<file path="config.mk">
export PLATFORM = sky130hd
export DESIGN_NAME = arm_instruction_word_encoder_top
export DESIGN_NICKNAME = d
export VERILOG_FILES = /design/src/aiwe_pkg.sv /design/src/arm_instruction_word_encoder_top.sv /design/src/aiwe_rot_unit.sv
export SDC_FILE = /design/constraint.sdc
export NUM_CORES = 1
export LEC_CHECK = 0
export BUFFER_PORTS_ARGS = -buffer_cell sky130_fd_sc_hd__buf_2
export CAP_MARGIN = 0
export CORE_MARGIN = 3
export CORE_UTILIZATION = 54
export CTS_BUF_LIST = sky130_fd_sc_hd__clkbuf_8
export DETAILED_ROUTE_END_ITERATION = 8
export PLACE_DENSITY = 0.82
export SLEW_MARGIN = 40
export SYNTH_ARGS = -nofsm -noshare
export SYNTH_HDL_FRONTEND = slang
export SYNTH_HIERARCHICAL = 1
export SYNTH_SLANG_ARGS = --single-unit
</file>
<file path="constraint.sdc">
create_clock -name clk -period 5.7 [get_ports clk]
set_input_delay 0.57 -clock clk [delete_from_list [all_inputs] [get_ports clk]]
set_output_delay 0.57 -clock clk [all_outputs]
set_load 0.005 [all_outputs]
</file>
<file path="src/aiwe_pkg.sv">
// Package: shared types, opcodes and control codes for the A32 instruction encoder.
`timescale 1ns / 1ps
`default_nettype none
package aiwe_pkg;

  localparam logic [3:0] OP_DP_IMM = 4'd0;
  localparam logic [3:0] OP_DP_REG = 4'd1;
  localparam logic [3:0] OP_SHIFT  = 4'd2;
  localparam logic [3:0] OP_MOVW   = 4'd3;
  localparam logic [3:0] OP_MOVT   = 4'd4;
  localparam logic [3:0] OP_LDST   = 4'd5;
  localparam logic [3:0] OP_BRANCH = 4'd6;
  localparam logic [3:0] OP_BX     = 4'd7;
  localparam logic [3:0] OP_MUL    = 4'd8;
  localparam logic [3:0] OP_SWI    = 4'd9;

  localparam logic [3:0] ALU_SUB = 4'd2;
  localparam logic [3:0] ALU_ADD = 4'd4;
  localparam logic [3:0] ALU_MOV = 4'd13;

  localparam logic ST_IDLE = 1'b0;
  localparam logic ST_BUSY = 1'b1;

  typedef struct packed {
    logic [3:0]         op;
    logic [3:0]         cond;
    logic [3:0]         alu_op;
    logic               set_flags;
    logic [3:0]         rd;
    logic [3:0]         rn;
    logic [3:0]         rm;
    logic [3:0]         rs;
    logic signed [31:0] imm;
    logic               variant;
    logic               byte_access;
  } in_t;

  typedef struct packed {
    logic [31:0] word;
    logic        error;
  } out_t;

  // Status of the rotation search unit
  typedef struct packed {
    logic done;
    logic fit;
  } rot_sts_t;

endpackage
`default_nettype wire

</file>
<file path="src/arm_instruction_word_encoder_top.sv">
// Top level: A32 instruction word encoder with request/result channels.
// Usage:
//   Input channel in_valid/in_stall/in_data carries one encode request.
//   A request is taken when in_valid is high and in_stall is low. The block
//   holds in_stall high while a request is in work.
//   Output channel out_valid/out_stall/out_data returns one transaction per
//   request: the 32-bit word and an error flag (word is zero on error).
// Operation:
//   The result register loads once a non-immediate request is in work and
//   the output register is free; requests are taken one at a time.
//   Data-processing immediates whose magnitude is above 255 run the
//   rotation search, which strips one zero bit pair per cycle (up to 15)
//   before the result register loads.
//   A new request may be taken while the previous result waits at the
//   output register.
// Reset:
//   rst_n low (synchronous) empties the block; no result is pending.
// Stall:
//   While out_stall is high a pending result holds in the register; a
//   finished request waits in work until the register drains.
`timescale 1ns / 1ps
`default_nettype none
module arm_instruction_word_encoder_top (
  input  wire logic           clk,
  input  wire logic           rst_n,
  input  wire logic           in_valid,
  output logic                in_stall,
  input  wire aiwe_pkg::in_t  in_data,
  output logic                out_valid,
  input  wire logic           out_stall,
  output aiwe_pkg::out_t      out_data
);
  import aiwe_pkg::*;

  logic        state_r, state_nxt;
  logic        out_valid_r, out_valid_nxt;
  out_t        out_data_r, out_data_nxt;
  in_t         req_r, req_nxt;
  logic        accept;
  logic        in_neg;
  logic [31:0] in_mag;
  rot_sts_t    rot_sts;
  logic [11:0] rot_field;
  logic        neg;
  logic [31:0] mag;
  logic [31:0] br_off;
  logic [3:0]  alu_eff;
  logic        err;
  logic [31:0] word;
  logic        work_done;
  logic        slot_free;
  logic        load_out;

  assign accept   = in_valid && !in_stall;
  assign in_stall = (state_r == ST_BUSY);
  assign in_neg   = in_data.imm[31];
  assign in_mag   = in_neg ? (32'd0 - 32'(in_data.imm)) : 32'(in_data.imm);

  aiwe_rot_unit u_rot (
    .clk   (clk),
    .start (accept),
    .value (in_mag),
    .sts   (rot_sts),
    .field (rot_field)
  );

  assign neg    = req_r.imm[31];
  assign mag    = neg ? (32'd0 - 32'(req_r.imm)) : 32'(req_r.imm);
  assign br_off = 32'(req_r.imm) - 32'd8;

  always_comb begin
    err     = 1'b0;
    word    = 32'd0;
    alu_eff = req_r.alu_op;
    case (req_r.op)
      OP_DP_IMM: begin
        if (neg) begin
          if (req_r.alu_op == ALU_ADD) alu_eff = ALU_SUB;
          else                         err = 1'b1;
        end
        if (!rot_sts.fit) err = 1'b1;
        word = {req_r.cond, 3'b001, alu_eff, req_r.set_flags, req_r.rn, req_r.rd,
                rot_field};
      end
      OP_DP_REG: word = {req_r.cond, 3'b000, req_r.alu_op, req_r.set_flags,
                         req_r.rn, req_r.rd, 8'h00, req_r.rm};
      OP_SHIFT:  word = {req_r.cond, 3'b000, ALU_MOV, 1'b0, 4'h0, req_r.rd,
                         req_r.rs, 2'b00, req_r.variant, 1'b1, req_r.rm};
      OP_MOVW:   word = {req_r.cond, 8'h30, req_r.imm[15:12], req_r.rd,
                         req_r.imm[11:0]};
      OP_MOVT:   word = {req_r.cond, 8'h34, req_r.imm[31:28], req_r.rd,
                         req_r.imm[27:16]};
      // U bit clears for a negative offset
      OP_LDST:   word = {req_r.cond, 4'b0101, !neg, req_r.byte_access, 1'b0,
                         req_r.variant, req_r.rn, req_r.rd, mag[11:0]};
      OP_BRANCH: word = {req_r.cond, 3'b101, req_r.variant, br_off[25:2]};
      OP_BX:     word = {req_r.cond, 8'h12, 4'hF, 4'hF, 4'hF, 2'b00, req_r.variant,
                         1'b1, req_r.rm};
      OP_MUL:    word = {req_r.cond, 8'h00, req_r.rd, 4'h0, req_r.rs, 4'h9, req_r.rm};
      OP_SWI:    word = {req_r.cond, 8'hF0, 20'h00000};
      default:   err = 1'b1;
    endcase
    if (err) word = 32'd0;
  end

  assign work_done = (req_r.op != OP_DP_IMM) || rot_sts.done;
  assign slot_free = !out_valid_r || !out_stall;
  assign load_out  = (state_r == ST_BUSY) && work_done && slot_free;

  always_comb begin
    state_nxt     = state_r;
    req_nxt       = req_r;
    out_valid_nxt = out_valid_r;
    out_data_nxt  = out_data_r;
    if (out_valid_r && !out_stall) out_valid_nxt = 1'b0;
    case (state_r)
      ST_IDLE: begin
        if (accept) begin
          req_nxt   = in_data;
          state_nxt = ST_BUSY;
        end
      end
      ST_BUSY: begin
        if (load_out) begin
          out_valid_nxt      = 1'b1;
          out_data_nxt.word  = word;
          out_data_nxt.error = err;
          state_nxt          = ST_IDLE;
        end
      end
      default: state_nxt = ST_IDLE;
    endcase
  end

  always_ff @(posedge clk) begin
    if (!rst_n) begin
      state_r     <= ST_IDLE;
      out_valid_r <= 1'b0;
    end else begin
      state_r     <= state_nxt;
      out_valid_r <= out_valid_nxt;
    end
    req_r      <= req_nxt;
    out_data_r <= out_data_nxt;
  end

  assign out_valid = out_valid_r;
  assign out_data  = out_data_r;

  a_accept_busy: assert property (@(posedge clk) disable iff (!rst_n)
    accept |=> (state_r == ST_BUSY))
    else $error("accepted request did not enter work");

  a_err_zero: assert property (@(posedge clk) disable iff (!rst_n)
    (out_valid_r && out_data_r.error) |-> (out_data_r.word == 32'd0))
    else $error("error result carries a nonzero word");

  a_fast_kinds: assert property (@(posedge clk) disable iff (!rst_n)
    (state_r == ST_BUSY && !out_valid_r && req_r.op != OP_DP_IMM)
      |=> (state_r == ST_IDLE && out_valid_r))
    else $error("non-immediate request not finished in one work cycle");

  a_load_free: assert property (@(posedge clk) disable iff (!rst_n)
    load_out |-> (!out_valid_r || !out_stall))
    else $error("result loaded over a pending transaction");

endmodule
`default_nettype wire

</file>
<file path="src/aiwe_rot_unit.sv">
// Iterative rotated-immediate search: strips one zero bit pair per cycle.
`timescale 1ns / 1ps
`default_nettype none
module aiwe_rot_unit (
  input  wire logic              clk,
  input  wire logic              start,
  input  wire logic [31:0]       value,
  output aiwe_pkg::rot_sts_t     sts,
  output logic [11:0]            field
);
  import aiwe_pkg::*;

  logic [31:0] v_r, v_nxt;
  logic [3:0]  k_r, k_nxt;
  logic        fits8;

  assign fits8    = (v_r <= 32'd255);
  assign sts.fit  = fits8;
  // a value above 255 keeps stripping until its low pair is nonzero
  assign sts.done = (fits8 && (k_r == 4'd0)) || (v_r[1:0] != 2'b00);
  // rotate field is (16 - shifts) mod 16; zero when no shift was taken
  assign field    = {4'(4'd0 - k_r), v_r[7:0]};

  always_comb begin
    v_nxt = v_r;
    k_nxt = k_r;
    if (start) begin
      v_nxt = value;
      k_nxt = 4'd0;
    end else if (!sts.done) begin
      v_nxt = {2'b00, v_r[31:2]};
      k_nxt = k_r + 4'd1;
    end
  end

  always_ff @(posedge clk) begin
    v_r <= v_nxt;
    k_r <= k_nxt;
  end

endmodule
`default_nettype wire

</file>
-- Word-level counts from Yosys, hierarchy flattened
Index checks and enable logic that the tools add are counted.
- order comparisons: 1
- add/subtract/negate cells: 5
- shifts and indexed selects: 0
- div/mod/pow operators: 0
- equality and inequality tests: 11
- muxes and demuxes: 17
- multiply operators: 0
- bitwise operators: 1
- reduce and logical (&&, ||, !) cells: 19
- operator list (cell ; number):
    32-bit one-hot mux with 10 select lines ; 1
    32-bit two-way mux ; 3
    32-bit by 8-bit less-or-equal comparator with 1-bit output (second input constant) ; 1
    1-bit by 32-bit subtractor with 32-bit output (first input constant) ; 1
    26-bit by 4-bit subtractor with 26-bit output (second input constant) ; 1
    4-bit by 3-bit == test with 1-bit output (second input constant) ; 5
    12-bit two-way mux ; 1
    1-bit by 12-bit subtractor with 12-bit output (first input constant) ; 1
    9-bit OR reduction ; 1
    4-bit by 2-bit == test with 1-bit output (second input constant) ; 2
    4-bit == test (second input constant) ; 2
    4-bit logical NOT ; 2
    1-bit two-way mux ; 8
    4-bit two-way mux ; 2
    1-bit logical AND ; 5
    4-bit by 1-bit adder with 4-bit output (second input constant) ; 1
    4-bit by 1-bit == test with 1-bit output (second input constant) ; 1
    1-bit logical NOT ; 4
    1-bit one-hot mux with 2 select lines ; 2
    2-bit AND reduction ; 2
    4-bit nonzero test ; 1
    1-bit by 4-bit subtractor with 4-bit output (first input constant) ; 1
    1-bit logical OR ; 3
    2-bit != test (second input constant) ; 1
    2 further kinds ; 2
- output and inout bits: 35
- memories kept: 0
- ROM bits: 0
- RAM bits: 0
- bits in registers: 134
- logic and storage cells: 71
- input port bits: 67
- bits in latches: 0

-- Depth between registers and ports, before layout
- depth in word-level cells: 8
- mapped depth: 8
- gate-level depth less buffers: 8

-- By module
The synthesis kept the hierarchy.
- by module, submodules not included (module ; times used ; area each (um^2) ; seq. area each (um^2) ; cells each):
    arm_instruction_word_encoder_top ; 1 ; 5566.6 ; 2922.8 ; 524
    aiwe_rot_unit ; 1 ; 1725.4 ; 1041.0 ; 117

-- Least setup slack after synthesis
No wires, ideal clock.
- path type: input-to-reg
- from: in in_valid
- to: reg u_rot.v_r[0] (enable)
- arrival: 5006 ps
- setup time: 394 ps
- data required time: 5306 ps
- stages: 4
- buffers on the path: 2
- slack: 300 ps
- path through: nor2b_1 buf_2 buf_6 nand2b_1
- cells in the longest elaborated chain, start to end: 2
- ends and longest elaborated chain (item ; RTL line ; source):
    start, declared ; arm_instruction_word_encoder_top.sv:26 ; input wire logic in_valid,
    1-bit logical AND ; arm_instruction_word_encoder_top.sv:54 ; assign accept = in_valid && !in_stall;
    2-bit != test (no source line) ; -- ;
    end signal, assigned ; aiwe_rot_unit.sv:37 ; v_r <= v_nxt;
    end, declared ; aiwe_rot_unit.sv:13 ; logic [31:0] v_r, v_nxt;
Every way passes these cells.
A chain may end at the register's enable or synchronous reset.

==> impl_metrics.ini <==
[outcome]
outcome = finished, final reports clean

[logic_synthesis]
asyncSetResetFlopFracSynth_pct = 0
post_synth_inst_count = 641
synth-edff-count = 128
synth_warnings = 6
ys_seq_elements = 134
synth_largest_type_area_fraction_pct = 52.7
seq_total_area_yosys_pct = 54.4
synthDominantAreaCellType = edfxtp_1
synth.distinct_cells = 71
synth.avg_cell_area_um2 = 11.4
post_synthesis_cell_area_um2 = 7290
synth.area.top_cells = edfxtp_1 (53%), xnor2_1 (5.8%), mux2_2 (5.1%)
synth.net_count = 714
dominantRegCellSynth = edfxtp_1

[placement]
pre_cts_slack_ns = 2.76
buffer_ports.inserted = 101
gpl.final_weighted_congestion = 0.940
detailed_place_hpwl_um = 13800

[die]
fp.dieArea_um2 = 14900
i_o_pins = 102
die-height_um = 122
placementRows = 41
design.core.area_um2 = 12900
floorplan.initialDensity_pct = 56.4
die_width_um = 122

[timing]
unrepaired_setup_endpoints_after_global_routing = false
final_period_minus_worst_setup_slack_ns = 2.89
finalHoldViolCount = 0
min_period_over_period_pct = 50.7
achievable-frequency_mhz = 346
finalSetupTns_ns = 0
worst_slack_ns = 2.81
transition_time_at_the_pin_with_the_least_slew_margin_ns = 0.742
clock-skew-final_ns = 0.00848
finalSetupViolCount = 0
timing_max_transition_violations_final = 0
worst_slew_margin_rel_pct = 50.3

[finish]
layout-drive-gt1-share_pct = 27.0
layout.filler_cells = 1029
layout-area-overhead-vs-synth_pct = 14.6
finish.net_count = 797
diodes = 0
final_util_pct = 64.7
layout_commonest_cell = edfxtp_1
mostFrequentLayoutCells = edfxtp_1 (128), buf_2 (101), nand2_1 (50)

[grt]
grt_pass1_vias = 5437
grt_first_pass_wirelength_um = 29400
grt_max_degree = 40
gr-usage-all-layers_pct = 26.2
antenna_found_initial = 0
grt_residual_overflow = 0

[pwr]
seq_power_share_pct = 51.1
leakagePower_nw = 2.96
power.ir.vdd_worst_mv = 0.261
power_mw = 2.53
power.combinational.fraction_pct = 15.3
cell_internal_pwr_mw = 1.87
netSwitchingPower_mw = 0.668
powerDensity_nw_per_um2 = 303
clock_power_share_pct = 33.5
power.switching_fraction_pct = 26.4

[worst_setup_path]
critPathRequiredTime_ns = 5.86
cp_max_fo = 20
timing_worst_setup_path_type = reg2reg
critPathCaptureType = flop
worstSetupStartpointType = flop
worst-endpoint-arrival_ns = 3.05

[cts]
clock_latency_ns = 0.46
clk_path_buf_depth = 2
clkSinkCount = 134
clock_tree_from_tritoncts = yes
clk_transition_reported_paths_ns = 0.07
clk_root_buffer_cell = clkbuf_8
postCtsHoldBufs = 0
postCtsSetupRepairBufs = 0
post_cts_resized = 0
tritoncts.num_buffers = 17
clock_tree.htree_level_count = 4

[job]
max_cap_viol_count = 0

[drt]
drc = 0
wl_per_cell_um = 20.9
postRouteWirelength_um = 19000
detailedRoute.firstIterationViolations = 529
final_antenna_net_count = 0
vias = 5635
first_pass_iters = 6
routed_via_density = 6.20

[hold_path]
worstHoldPathType = in2reg
## metrics by stage
stage	instances	area, um^2	hold slack [ns]
floorplan	641	7290	0.477
global placement	872	7830	0.505
detailed placement	873	7850	0.523
CTS	905	8290	0.263
global route	909	8360	0.252
finish	909	8360	0.279
## power groups by stage
stage	registers, mW	logic [mW]	clock network (mW)
floorplan	1.28	0.283	0
global placement	1.32	0.357	0
detailed placement	1.32	0.372	0
CTS	1.30	0.377	0.860
global route	1.30	0.427	0.900
finish	1.30	0.389	0.849
## path summary, 6_finish.rpt
| kind | from | endpoint | slack [ns] | cells after the start |
|---|---|---|---|---|
| min reg2reg | out_valid | out_valid | 0.53 | 2 |
| max reg2reg | u_rot/v_r[31] | out_data[12] | 2.81 | 7 |
| min | in_data[42] | req_r[42] | 0.28 | 1 |
| max | u_rot/v_r[31] | out_data[12] | 2.81 | 7 |
## cells in the mapped netlist, types with 5 or more instances
library cell and instances:
nand3_1 12, nand4_1 6, dfxtp_1 6, o21a_1 5, or3_1 7, inv_1 17, xnor2_1 48, nand2b_1 7
o22ai_1 5, a21oi_1 32, edfxtp_1 128, or4_1 9, buf_4 10, xor2_1 9, nand2_1 50, o31ai_1 13
a22oi_1 7, mux2i_1 6, ha_1 6, nor2_1 46, mux2_2 33, or2_2 5, o21ai_0 34, nor4_1 8
clkbuf_1 26, nor3_1 15, buf_2 5
## state kept, by name, indices dropped and copies added, names as in the netlist
name / count
req_r: 62
u_rot/v_r: 32
out_data: 33
in_stall: 1
neg: 1
out_valid: 1
u_rot/k_r: 4
## layer usage
layer / track usage [%] / up-vias / part of all wire (%) / wire length [um]
li1: - / 2580 / - / -
met1: 34.4 / 2684 / 40 / 7570
met4: 9.10 / 0 / 2.7 / 514
met3: 7.94 / 42 / 9.3 / 1760
met2: 41.6 / 329 / 48 / 9130
met5: 0 / - / 0 / 0
## kinds of logic (layout without fill, tap and decap cells)
| group | after synthesis | after routing | share of synthesized area, % |
|---|---|---|---|
| AND/OR/NAND/NOR | 192 | 192 | 13.9 |
| AO/OA/AOI/OAI | 145 | 145 | 13.4 |
| flip-flops | 134 | 134 | 54.4 |
| buffers and inverters | 67 | 163 | 4.36 |
| XOR/XNOR | 57 | 57 | 6.85 |
| multiplexers | 40 | 40 | 6.13 |
| adder cells (fa/ha/maj) | 6 | 6 | 1.03 |
## critical path: stages, from the launching register on
cell      delay (ns)
edfxtp_1        0.40
nor4_1          0.50
nand4_1         0.32
o21a_2          0.32
inv_1           0.10
o21ai_0         0.17
a21oi_4         0.51
buf_8           0.26
## cell type report
type	instances	area, um^2	area share, %
clock inverters	11	148	1.77
repair buffers	112	632	7.56
clock buffers	21	289	3.46
inverters	19	71.3	0.853
flip-flops and latches	134	3960	47.4
well taps	172	215	2.57
multi-input cells	440	3040	36.4
Power figures use the tool's default switching activity.
